`src/hdl/bq_pkg.sv`:
```
// ----------------------------------------------------------------------------
// Biquad filter package
// Widths, coefficient bank type, register indexes and control structs shared
// by the biquad section and its serial multipliers.
// ----------------------------------------------------------------------------
`default_nettype none

package bq_pkg;

  localparam int SAMPLE_W  = 16;
  localparam int COEF_W    = 18;
  localparam int STATE_W   = 40;
  localparam int COEF_FRAC = COEF_W - 3;
  localparam int PROD_W    = SAMPLE_W + COEF_W;
  // Three-term sums of state and products are formed without loss.
  localparam int SUM_W     = ((STATE_W > PROD_W) ? STATE_W : PROD_W) + 2;
  // Width of the output sum after the fraction bits are dropped.
  localparam int Y_W       = SUM_W - COEF_FRAC;
  localparam int CNT_W     = $clog2(SAMPLE_W);
  localparam int CFG_IDX_W = 3;

  localparam logic [CNT_W-1:0] CNT_LAST = CNT_W'(SAMPLE_W - 1);

  typedef logic signed [SAMPLE_W-1:0] sample_t;
  typedef logic signed [COEF_W-1:0]   coef_t;
  typedef logic signed [PROD_W-1:0]   prod_t;
  typedef logic signed [STATE_W-1:0]  state_t;
  typedef logic signed [SUM_W-1:0]    sum_t;

  localparam coef_t COEF_ONE = {2'b00, 1'b1, {COEF_FRAC{1'b0}}};
  localparam sum_t  ROUND_HALF = {{(SUM_W - COEF_FRAC){1'b0}}, 1'b1,
                                  {(COEF_FRAC - 1){1'b0}}};

  typedef enum logic [CFG_IDX_W-1:0] {
    REG_FF0 = 3'd0,
    REG_FF1 = 3'd1,
    REG_FB1 = 3'd2,
    REG_FF2 = 3'd3,
    REG_FB2 = 3'd4
  } reg_idx_t;

  typedef struct packed {
    coef_t ff0;
    coef_t ff1;
    coef_t fb1;
    coef_t ff2;
    coef_t fb2;
  } coef_bank_t;

  typedef struct packed {
    logic load;
    logic step;
  } mul_ctrl_t;

endpackage

`default_nettype wire

```
`src/hdl/biquad_iir_filter.sv`:
```
// ----------------------------------------------------------------------------
// Biquad IIR filter
// Second-order section in transposed direct form II with serial multipliers.
// ----------------------------------------------------------------------------
// Usage:
//   The input channel (in_valid, in_ready, sample_in) takes one signed sample
//   per transfer; the output channel (out_valid, out_ready, sample_out,
//   saturated) returns one filtered sample per input, in order.
//   The configuration channel (cfg_valid, cfg_ready, cfg_index, cfg_data)
//   writes the five coefficients; it is always ready and must only be used
//   while no sample is in flight. Unknown indexes are ignored.
//   An accepted sample runs through three shift-add multipliers for the
//   feedforward products, then one step rounds and clips the output, a
//   second pass over the sample bits forms the two feedback products, and
//   one step updates the state. The result appears as the section returns
//   to idle, and the next sample can be taken from then on; the sample rate
//   is set by the bit-serial multiply over the sample width, done twice.
//   A finished result waits in the output register; a new sample is still
//   accepted, and the state update stalls only if the previous result has
//   not been taken by then.
//   Synchronous reset clears both state registers, sets coefficient 0 to one
//   and the others to zero, and empties the output register.
// ----------------------------------------------------------------------------
`default_nettype none

module biquad_iir_filter (
  input  wire                              clk,
  input  wire                              rst,
  input  wire                              in_valid,
  output logic                             in_ready,
  input  wire  [bq_pkg::SAMPLE_W-1:0]      sample_in,
  output logic                             out_valid,
  input  wire                              out_ready,
  output logic [bq_pkg::SAMPLE_W-1:0]      sample_out,
  output logic                             saturated,
  input  wire                              cfg_valid,
  output logic                             cfg_ready,
  input  wire  [bq_pkg::CFG_IDX_W-1:0]     cfg_index,
  input  wire  [bq_pkg::COEF_W-1:0]        cfg_data
);
  import bq_pkg::*;

  typedef enum logic [4:0] {
    ST_IDLE  = 5'b00001,
    ST_MULX  = 5'b00010,
    ST_YCALC = 5'b00100,
    ST_MULY  = 5'b01000,
    ST_UPD   = 5'b10000
  } state_e_t;

  state_e_t          state, state_next;
  logic [CNT_W-1:0]  cnt;
  coef_bank_t        coefs;
  mul_ctrl_t         ctrl0, ctrl12;
  sample_t           operand12;
  coef_t             coef1, coef2;
  prod_t             prod0, prod1, prod2;
  prod_t             p1, p2;
  state_t            d1, d2;
  sample_t           y;
  logic              clip_y;
  logic              in_xfer, out_free, upd_fire;

  sum_t              y_sum;
  logic [Y_W-1:0]    y_sh;
  logic              y_ovf;
  sample_t           y_sat;
  sum_t              d1_sum, d2_sum;
  logic              d1_ovf, d2_ovf;
  state_t            d1_sat, d2_sat;

  assign cfg_ready = 1'b1;
  assign in_ready  = (state == ST_IDLE);
  assign in_xfer   = in_valid && in_ready;
  assign out_free  = !out_valid || out_ready;
  assign upd_fire  = (state == ST_UPD) && out_free;

  bq_coef_regs u_regs (
    .clk       (clk),
    .rst       (rst),
    .cfg_valid (cfg_valid),
    .cfg_index (cfg_index),
    .cfg_data  (cfg_data),
    .coefs     (coefs)
  );

  // Unit 0 forms x*ff0; units 1 and 2 form x*ff1 and x*ff2, then y*fb1 and
  // y*fb2 in the second pass.
  assign ctrl0.load  = in_xfer;
  assign ctrl0.step  = (state == ST_MULX);
  assign ctrl12.load = in_xfer || (state == ST_YCALC);
  assign ctrl12.step = (state == ST_MULX) || (state == ST_MULY);
  assign operand12   = (state == ST_YCALC) ? y_sat : sample_t'(sample_in);
  assign coef1       = (state == ST_MULY) ? coefs.fb1 : coefs.ff1;
  assign coef2       = (state == ST_MULY) ? coefs.fb2 : coefs.ff2;

  bq_smul u_mul0 (
    .clk     (clk),
    .rst     (rst),
    .ctrl    (ctrl0),
    .operand (sample_t'(sample_in)),
    .coef    (coefs.ff0),
    .product (prod0)
  );

  bq_smul u_mul1 (
    .clk     (clk),
    .rst     (rst),
    .ctrl    (ctrl12),
    .operand (operand12),
    .coef    (coef1),
    .product (prod1)
  );

  bq_smul u_mul2 (
    .clk     (clk),
    .rst     (rst),
    .ctrl    (ctrl12),
    .operand (operand12),
    .coef    (coef2),
    .product (prod2)
  );

  // Output: round half up, drop the fraction bits, clip to the sample range.
  always_comb begin
    y_sum = SUM_W'(d1) + SUM_W'(prod0) + ROUND_HALF;
    y_sh  = y_sum[SUM_W-1:COEF_FRAC];
    y_ovf = !((&y_sh[Y_W-1:SAMPLE_W-1]) || !(|y_sh[Y_W-1:SAMPLE_W-1]));
    if (y_ovf) begin
      y_sat = y_sh[Y_W-1] ? {1'b1, {(SAMPLE_W-1){1'b0}}} : {1'b0, {(SAMPLE_W-1){1'b1}}};
    end else begin
      y_sat = y_sh[SAMPLE_W-1:0];
    end
  end

  // State update, each sum clipped to the state range.
  always_comb begin
    d1_sum = SUM_W'(d2) + SUM_W'(p1) + SUM_W'(prod1);
    d2_sum = SUM_W'(p2) + SUM_W'(prod2);
    d1_ovf = !((&d1_sum[SUM_W-1:STATE_W-1]) || !(|d1_sum[SUM_W-1:STATE_W-1]));
    d2_ovf = !((&d2_sum[SUM_W-1:STATE_W-1]) || !(|d2_sum[SUM_W-1:STATE_W-1]));
    if (d1_ovf) begin
      d1_sat = d1_sum[SUM_W-1] ? {1'b1, {(STATE_W-1){1'b0}}} : {1'b0, {(STATE_W-1){1'b1}}};
    end else begin
      d1_sat = d1_sum[STATE_W-1:0];
    end
    if (d2_ovf) begin
      d2_sat = d2_sum[SUM_W-1] ? {1'b1, {(STATE_W-1){1'b0}}} : {1'b0, {(STATE_W-1){1'b1}}};
    end else begin
      d2_sat = d2_sum[STATE_W-1:0];
    end
  end

  always_comb begin
    state_next = state;
    unique case (state)
      ST_IDLE:  if (in_xfer) state_next = ST_MULX;
      ST_MULX:  if (cnt == CNT_LAST) state_next = ST_YCALC;
      ST_YCALC: state_next = ST_MULY;
      ST_MULY:  if (cnt == CNT_LAST) state_next = ST_UPD;
      ST_UPD:   if (out_free) state_next = ST_IDLE;
      default:  state_next = ST_IDLE;
    endcase
  end

  always_ff @(posedge clk) begin
    if (rst) begin
      state     <= ST_IDLE;
      cnt       <= '0;
      out_valid <= 1'b0;
      d1        <= '0;
      d2        <= '0;
    end else begin
      state <= state_next;
      if ((state == ST_MULX) || (state == ST_MULY)) begin
        cnt <= (cnt == CNT_LAST) ? '0 : cnt + 1'b1;
      end
      if (upd_fire) begin
        out_valid <= 1'b1;
        d1        <= d1_sat;
        d2        <= d2_sat;
      end else if (out_ready) begin
        out_valid <= 1'b0;
      end
    end
  end

  always_ff @(posedge clk) begin
    if (state == ST_YCALC) begin
      p1     <= prod1;
      p2     <= prod2;
      y      <= y_sat;
      clip_y <= y_ovf;
    end
    if (upd_fire) begin
      sample_out <= y;
      saturated  <= clip_y || d1_ovf || d2_ovf;
    end
  end

  // A transfer starts the first multiply pass from a cleared counter.
  a_start: assert property (@(posedge clk) disable iff (rst)
    in_xfer |=> (state == ST_MULX) && (cnt == '0))
    else $error("multiply pass did not start after input transfer");

  // The output is formed only after a full pass over the sample bits.
  a_full_pass: assert property (@(posedge clk) disable iff (rst)
    (state == ST_YCALC) |-> ($past(state) == ST_MULX) && ($past(cnt) == CNT_LAST))
    else $error("output formed before the multiply pass finished");

  // The feedback pass follows the output step directly.
  a_fb_order: assert property (@(posedge clk) disable iff (rst)
    (state == ST_MULY) && ($past(state) != ST_MULY) |-> ($past(state) == ST_YCALC))
    else $error("feedback pass entered out of order");

  // A state update always delivers a result and frees the input.
  a_update: assert property (@(posedge clk) disable iff (rst)
    upd_fire |=> out_valid && (state == ST_IDLE))
    else $error("state update did not present a result");

  // No new sample is taken while the section is busy.
  a_busy: assert property (@(posedge clk) disable iff (rst)
    (state != ST_IDLE) |-> !in_ready)
    else $error("input ready while busy");

endmodule

`default_nettype wire

```
`src/hdl/bq_coef_regs.sv`:
```
// ----------------------------------------------------------------------------
// Biquad coefficient registers
// Holds the five Q3.15 coefficients written through the configuration port.
// ----------------------------------------------------------------------------
`default_nettype none

module bq_coef_regs (
  input  wire                                clk,
  input  wire                                rst,
  input  wire                                cfg_valid,
  input  wire  [bq_pkg::CFG_IDX_W-1:0]       cfg_index,
  input  wire  [bq_pkg::COEF_W-1:0]          cfg_data,
  output bq_pkg::coef_bank_t                 coefs
);
  import bq_pkg::*;

  always_ff @(posedge clk) begin
    if (rst) begin
      coefs.ff0 <= COEF_ONE;
      coefs.ff1 <= '0;
      coefs.fb1 <= '0;
      coefs.ff2 <= '0;
      coefs.fb2 <= '0;
    end else if (cfg_valid) begin
      // Writes to indexes past the last register are dropped.
      unique case (reg_idx_t'(cfg_index))
        REG_FF0: coefs.ff0 <= coef_t'(cfg_data);
        REG_FF1: coefs.ff1 <= coef_t'(cfg_data);
        REG_FB1: coefs.fb1 <= coef_t'(cfg_data);
        REG_FF2: coefs.ff2 <= coef_t'(cfg_data);
        REG_FB2: coefs.fb2 <= coef_t'(cfg_data);
        default: ;
      endcase
    end
  end

endmodule

`default_nettype wire

```
`src/hdl/bq_smul.sv`:
```
// ----------------------------------------------------------------------------
// Biquad serial multiplier
// Signed sample by coefficient product, one sample bit per step, MSB first.
// ----------------------------------------------------------------------------
`default_nettype none

module bq_smul (
  input  wire                   clk,
  input  wire                   rst,
  input  bq_pkg::mul_ctrl_t     ctrl,
  input  bq_pkg::sample_t       operand,
  input  bq_pkg::coef_t         coef,
  output bq_pkg::prod_t         product
);
  import bq_pkg::*;

  logic [SAMPLE_W-1:0] opnd_sr;
  logic                first;
  prod_t               acc;
  prod_t               coef_ext;
  prod_t               addend;

  assign coef_ext = PROD_W'(coef);

  // The sign bit of the sample comes first and carries negative weight.
  always_comb begin
    if (opnd_sr[SAMPLE_W-1]) begin
      addend = first ? -coef_ext : coef_ext;
    end else begin
      addend = '0;
    end
  end

  always_ff @(posedge clk) begin
    if (rst) begin
      first <= 1'b0;
    end else if (ctrl.load) begin
      first <= 1'b1;
    end else if (ctrl.step) begin
      first <= 1'b0;
    end
  end

  always_ff @(posedge clk) begin
    if (ctrl.load) begin
      opnd_sr <= operand;
      acc     <= '0;
    end else if (ctrl.step) begin
      opnd_sr <= {opnd_sr[SAMPLE_W-2:0], 1'b0};
      acc     <= (acc <<< 1) + addend;
    end
  end

  assign product = acc;

endmodule

`default_nettype wire
```
`config.mk`:
```
export PLATFORM = sky130hd
export DESIGN_NAME = biquad_iir_filter
export DESIGN_NICKNAME = d
export VERILOG_FILES = /design/src/hdl/bq_pkg.sv /design/src/hdl/biquad_iir_filter.sv /design/src/hdl/bq_coef_regs.sv /design/src/hdl/bq_smul.sv
export SDC_FILE = /design/constraint.sdc
export NUM_CORES = 1
export LEC_CHECK = 0
export BUFFER_PORTS_ARGS = -buffer_cell sky130_fd_sc_hd__buf_2
export CAP_MARGIN = 15
export CORE_ASPECT_RATIO = 1.5
export CORE_MARGIN = 3
export CORE_UTILIZATION = 55
export DETAILED_ROUTE_END_ITERATION = 10
export PLACE_DENSITY = 0.82
export SETUP_SLACK_MARGIN = 0.2
export SLEW_MARGIN = 20
export SYNTH_ARGS = -nofsm -noshare
export SYNTH_HDL_FRONTEND = slang
export SYNTH_HIERARCHICAL = 1
export SYNTH_SLANG_ARGS = --single-unit
```
`constraint.sdc`:
```
create_clock -name clk -period 6.1 [get_ports clk]
set_clock_uncertainty 0.15 [all_clocks]
set_input_delay 1.22 -clock clk [delete_from_list [all_inputs] [get_ports clk]]
set_output_delay 1.22 -clock clk [all_outputs]
set_load 0.05 [all_outputs]
```
==> metrics.txt <==
status=finished, final reports clean; H-tree Lvls=2; HPWL after DPL=about 59 mm; post-synthesis async set-or-reset flop share=0; 1st-pass router iterations=5; Synth Flop Type=dfxtp_1; Final Core Density=0.604; drt via density=around 6; post-synthesis sequential area ratio=0.339; CTS tree=done; worst hold stages=0; Final #Nets=roughly 3,600; RSZ-0062 raised after global routing=true; port bufs=60; CP Depth=19; Worst-Margin Slew=slightly below 1 ns; Final period util=0.944; Initial Util=0.556; gr ovfl total=0; largest net degree at the start of global routing=between 100 and 150; final setup vio count=0; Power Internal=about 5 mW; Total Wirelength=77.5 mm; vias post-DR=~25,000; path category of the worst min-delay check=reg2reg; dominant cell type by area after synthesis=dfxtp_1; num rows=104; syn nets=~3,600; CTS Buf Count=42; most frequent cells after synthesis=nand2_1, dfxtp_1, a21oi_1, ha_1, o21ai_0; setup TNS=0 ns; reg-to-reg slack, setup=~0.34 ns; Comb power frac=0.125; number of synthesized flops with an enable pin=150; Clock transition at path regs=roughly 0.070 ns; most frequent cell after synthesis=nand2_1; Worst Slack Setup Final=between 0.3 and 0.4 ns; fin cells=around 4,000; post-synth cell types=100; vias in the first global route=~25,000; post-synthesis cell count=roughly 3,200; net load switching power=~1.8 mW; Die ar.=about 0.057 sq mm; Sw Share=0.262; Worst setup EP type=flop; Residual DRC=0; # placed instances=between 3,000 and 4,000; Ports=62; Final Critical Period=5.76 ns; Critical Path Max Stage Delay=just over 0.5 ns; area of the core=0.0537 sq mm; Crit Reg-Reg Startpoint=state[2]; Mapped Avg Cell Area=between 9 and 10 sq um; crit path to=u_mul2/product[33]; Yosys warning total=6; achievable frequency=approximately 0.17 GHz; total track usage=0.264; FF-to-FF path depth=19; area share of the largest cell type after synthesis=0.188; Iteration-0 DRC Markers=between 1,500 and 2,000; timing startpoint of the critical path=state[2]; routability cong.=between 0.9 and 1; Clock Power Share=0.424; P&R area growth vs syn=8.64%; Root Buffer=clkbuf_16; Critical Path RT=around 6.4 ns; Die Y=291 microns; antenna violations before repair=0; layout cell share with drive strength beyond 1=0.105; worst path bufs/invs=1; CP Class=reg2reg; cell-by-cell listing of the critical path=or3_1, or3b_4, mux2_2, inv_1, ha_1, or4b_1, or3_4, nand2b_4, or3_4, o21ai_4, a21boi_0, ha_1, nand2_1, o21ai_0, a21oi_1, o31a_1, a21boi_0, xnor2_1, a211oi_2; clk buf depth=3; FF-to-FF End=u_mul2/product[33]; Clock Latency Late Sink=between 0.5 and 0.6 ns; number of synthesized register bits=430; Worst VDD drop=approximately 0.17 mV; P per Cell Area=215 mW/mm^2; Die Wd=approximately 200 microns; slowest CP cell=or3b_4; Ant. Diodes=0; P_leak=14.1 nW; Clock Sinks=430; DR WL/cell=between 15 and 20 microns; first-pass GRT wire length=124 mm; Arr. time, crit path=slightly above 6 ns; max-cap violations=0; Slew Limit Fails=0; sequential power share=0.450; post-place setup slack=0.216 ns; CP delay by family, top=simple AND/OR/NAND/NOR gates; ANT nets after route=0; Crit Path Max Fanout=11; Final Hold Viols=0; Syn Std Cell Area=roughly 0.030 sq mm; Area contributors post-synth=dfxtp_1, edfxtp_1, ha_1, a21oi_1, mux2i_1; max_slew headroom=0.354; startpoint types=flop
## state kept, by name (all words and copies together) (netlist names), 5 cells and up
register,count
u_mul1/product,34
d1,40
u_mul0/opnd_sr,16
p1,34
y,16
u_mul1/opnd_sr,16
u_mul2/opnd_sr,16
u_mul0/product,34
u_mul2/product,34
u_regs/coefs,90
sample_out,16
p2,34
d2,35
state,5
## how the worst min path moves through the flow
| stage | end | slack, ns | from |
|---|---|---|---|
| floorplan | sample_out[0] | 0.25 | y[0] |
| finish | sample_out[5] | 0.27 | y[5] |
| detailed placement | sample_out[10] | 0.25 | y[10] |
| global placement | sample_out[3] | 0.25 | y[3] |
| CTS | sample_out[5] | 0.27 | y[5] |
| global route | sample_out[12] | 0.28 | y[12] |
## stage by stage
stage | hold slack, ns | area (sq um) | power [mW]
after global placement | 0.251 | 30800 | 4.03
after detailed placement | 0.255 | 30800 | 4.05
after CTS | 0.273 | 32300 | 6.98
after global routing | 0.284 | 32400 | 7.18
final | 0.272 | 32400 | 6.96
after floorplan | 0.250 | 29900 | 3.83
## worst register-to-register path, stage by stage (launching register included)
cell and delay (ns):
dfxtp_1 0.34, or3_1 0.42, or3b_4 0.51, mux2_2 0.35
inv_1 0.08, ha_1 0.17, or4b_1 0.46, or3_4 0.35
nand2b_4 0.17, or3_4 0.36, o21ai_4 0.27, a21boi_0 0.15
ha_1 0.43, nand2_1 0.15, o21ai_0 0.32, a21oi_1 0.19
o31a_1 0.30, a21boi_0 0.14, xnor2_1 0.15, a211oi_2 0.20
## per-layer routing
metal  part of all wire  routed length [microns]  vias up  GRT usage
met1               0.38                    29400    11700      0.286
li1                   -                        -    11900          -
met5                  0                        0        -          0
met3              0.039                     3030      261     0.0250
met2               0.51                    39700      712      0.490
met4              0.068                     5290        0      0.161
## power groups by stage
stage | sequential (mW) | clock (mW) | combinational (mW)
floorplan | 3.16 | 0 | 0.670
global placement | 3.19 | 0 | 0.834
detailed placement | 3.20 | 0 | 0.849
CTS | 3.13 | 2.99 | 0.856
global route | 3.14 | 3.09 | 0.948
finish | 3.13 | 2.95 | 0.874
## layout by cell type (no fill, tap or decap), types with 27 or more instances in the layout
| cell | instances |
|---|---|
| nand2_1 | 312 |
| mux2i_1 | 126 |
| nand4_1 | 43 |
| xnor2_1 | 105 |
| edfxtp_1 | 150 |
| fa_1 | 40 |
| buf_2 | 59 |
| inv_1 | 66 |
| and2_1 | 50 |
| nor2_1 | 192 |
| nand2b_1 | 135 |
| nand3_1 | 56 |
| a21o_1 | 94 |
| a21oi_1 | 267 |
| clkbuf_16 | 44 |
| ha_1 | 244 |
| o21bai_1 | 27 |
| o21ai_0 | 197 |
| a21boi_0 | 43 |
| buf_4 | 47 |
| mux2_2 | 82 |
| nor3_1 | 44 |
| dfxtp_1 | 280 |
| xor2_1 | 93 |
| a31oi_1 | 29 |
| nor2b_1 | 34 |
## kinds of logic after synthesis
group	synth area share
adders and majority gates	0.130
xor gates and xnor gates	0.0597
AOI/OAI and AO/OA	0.201
other	0.000126
DFF	0.339
and+or+nand+nor	0.168
muxes	0.0732
buffers and inverters	0.0286
## repair_timing
action                     in CTS  in global routing
setup buffers                   0                  8
setup endpoints to repair       4                 14
pin swaps                       0                  4
hold buffers                    0                  0
resized for setup               1                  9
## final cells by class
type	instances	area (sq um)
fill	4411	21300
multi-input combinational	2598	18900
sequential	430	10100
clock buffer	49	1120
tap	689	862
timing repair buffer	108	688
clock inverter	29	457
inverter	68	256
Note: power is estimated with default switching activity, not from simulation.
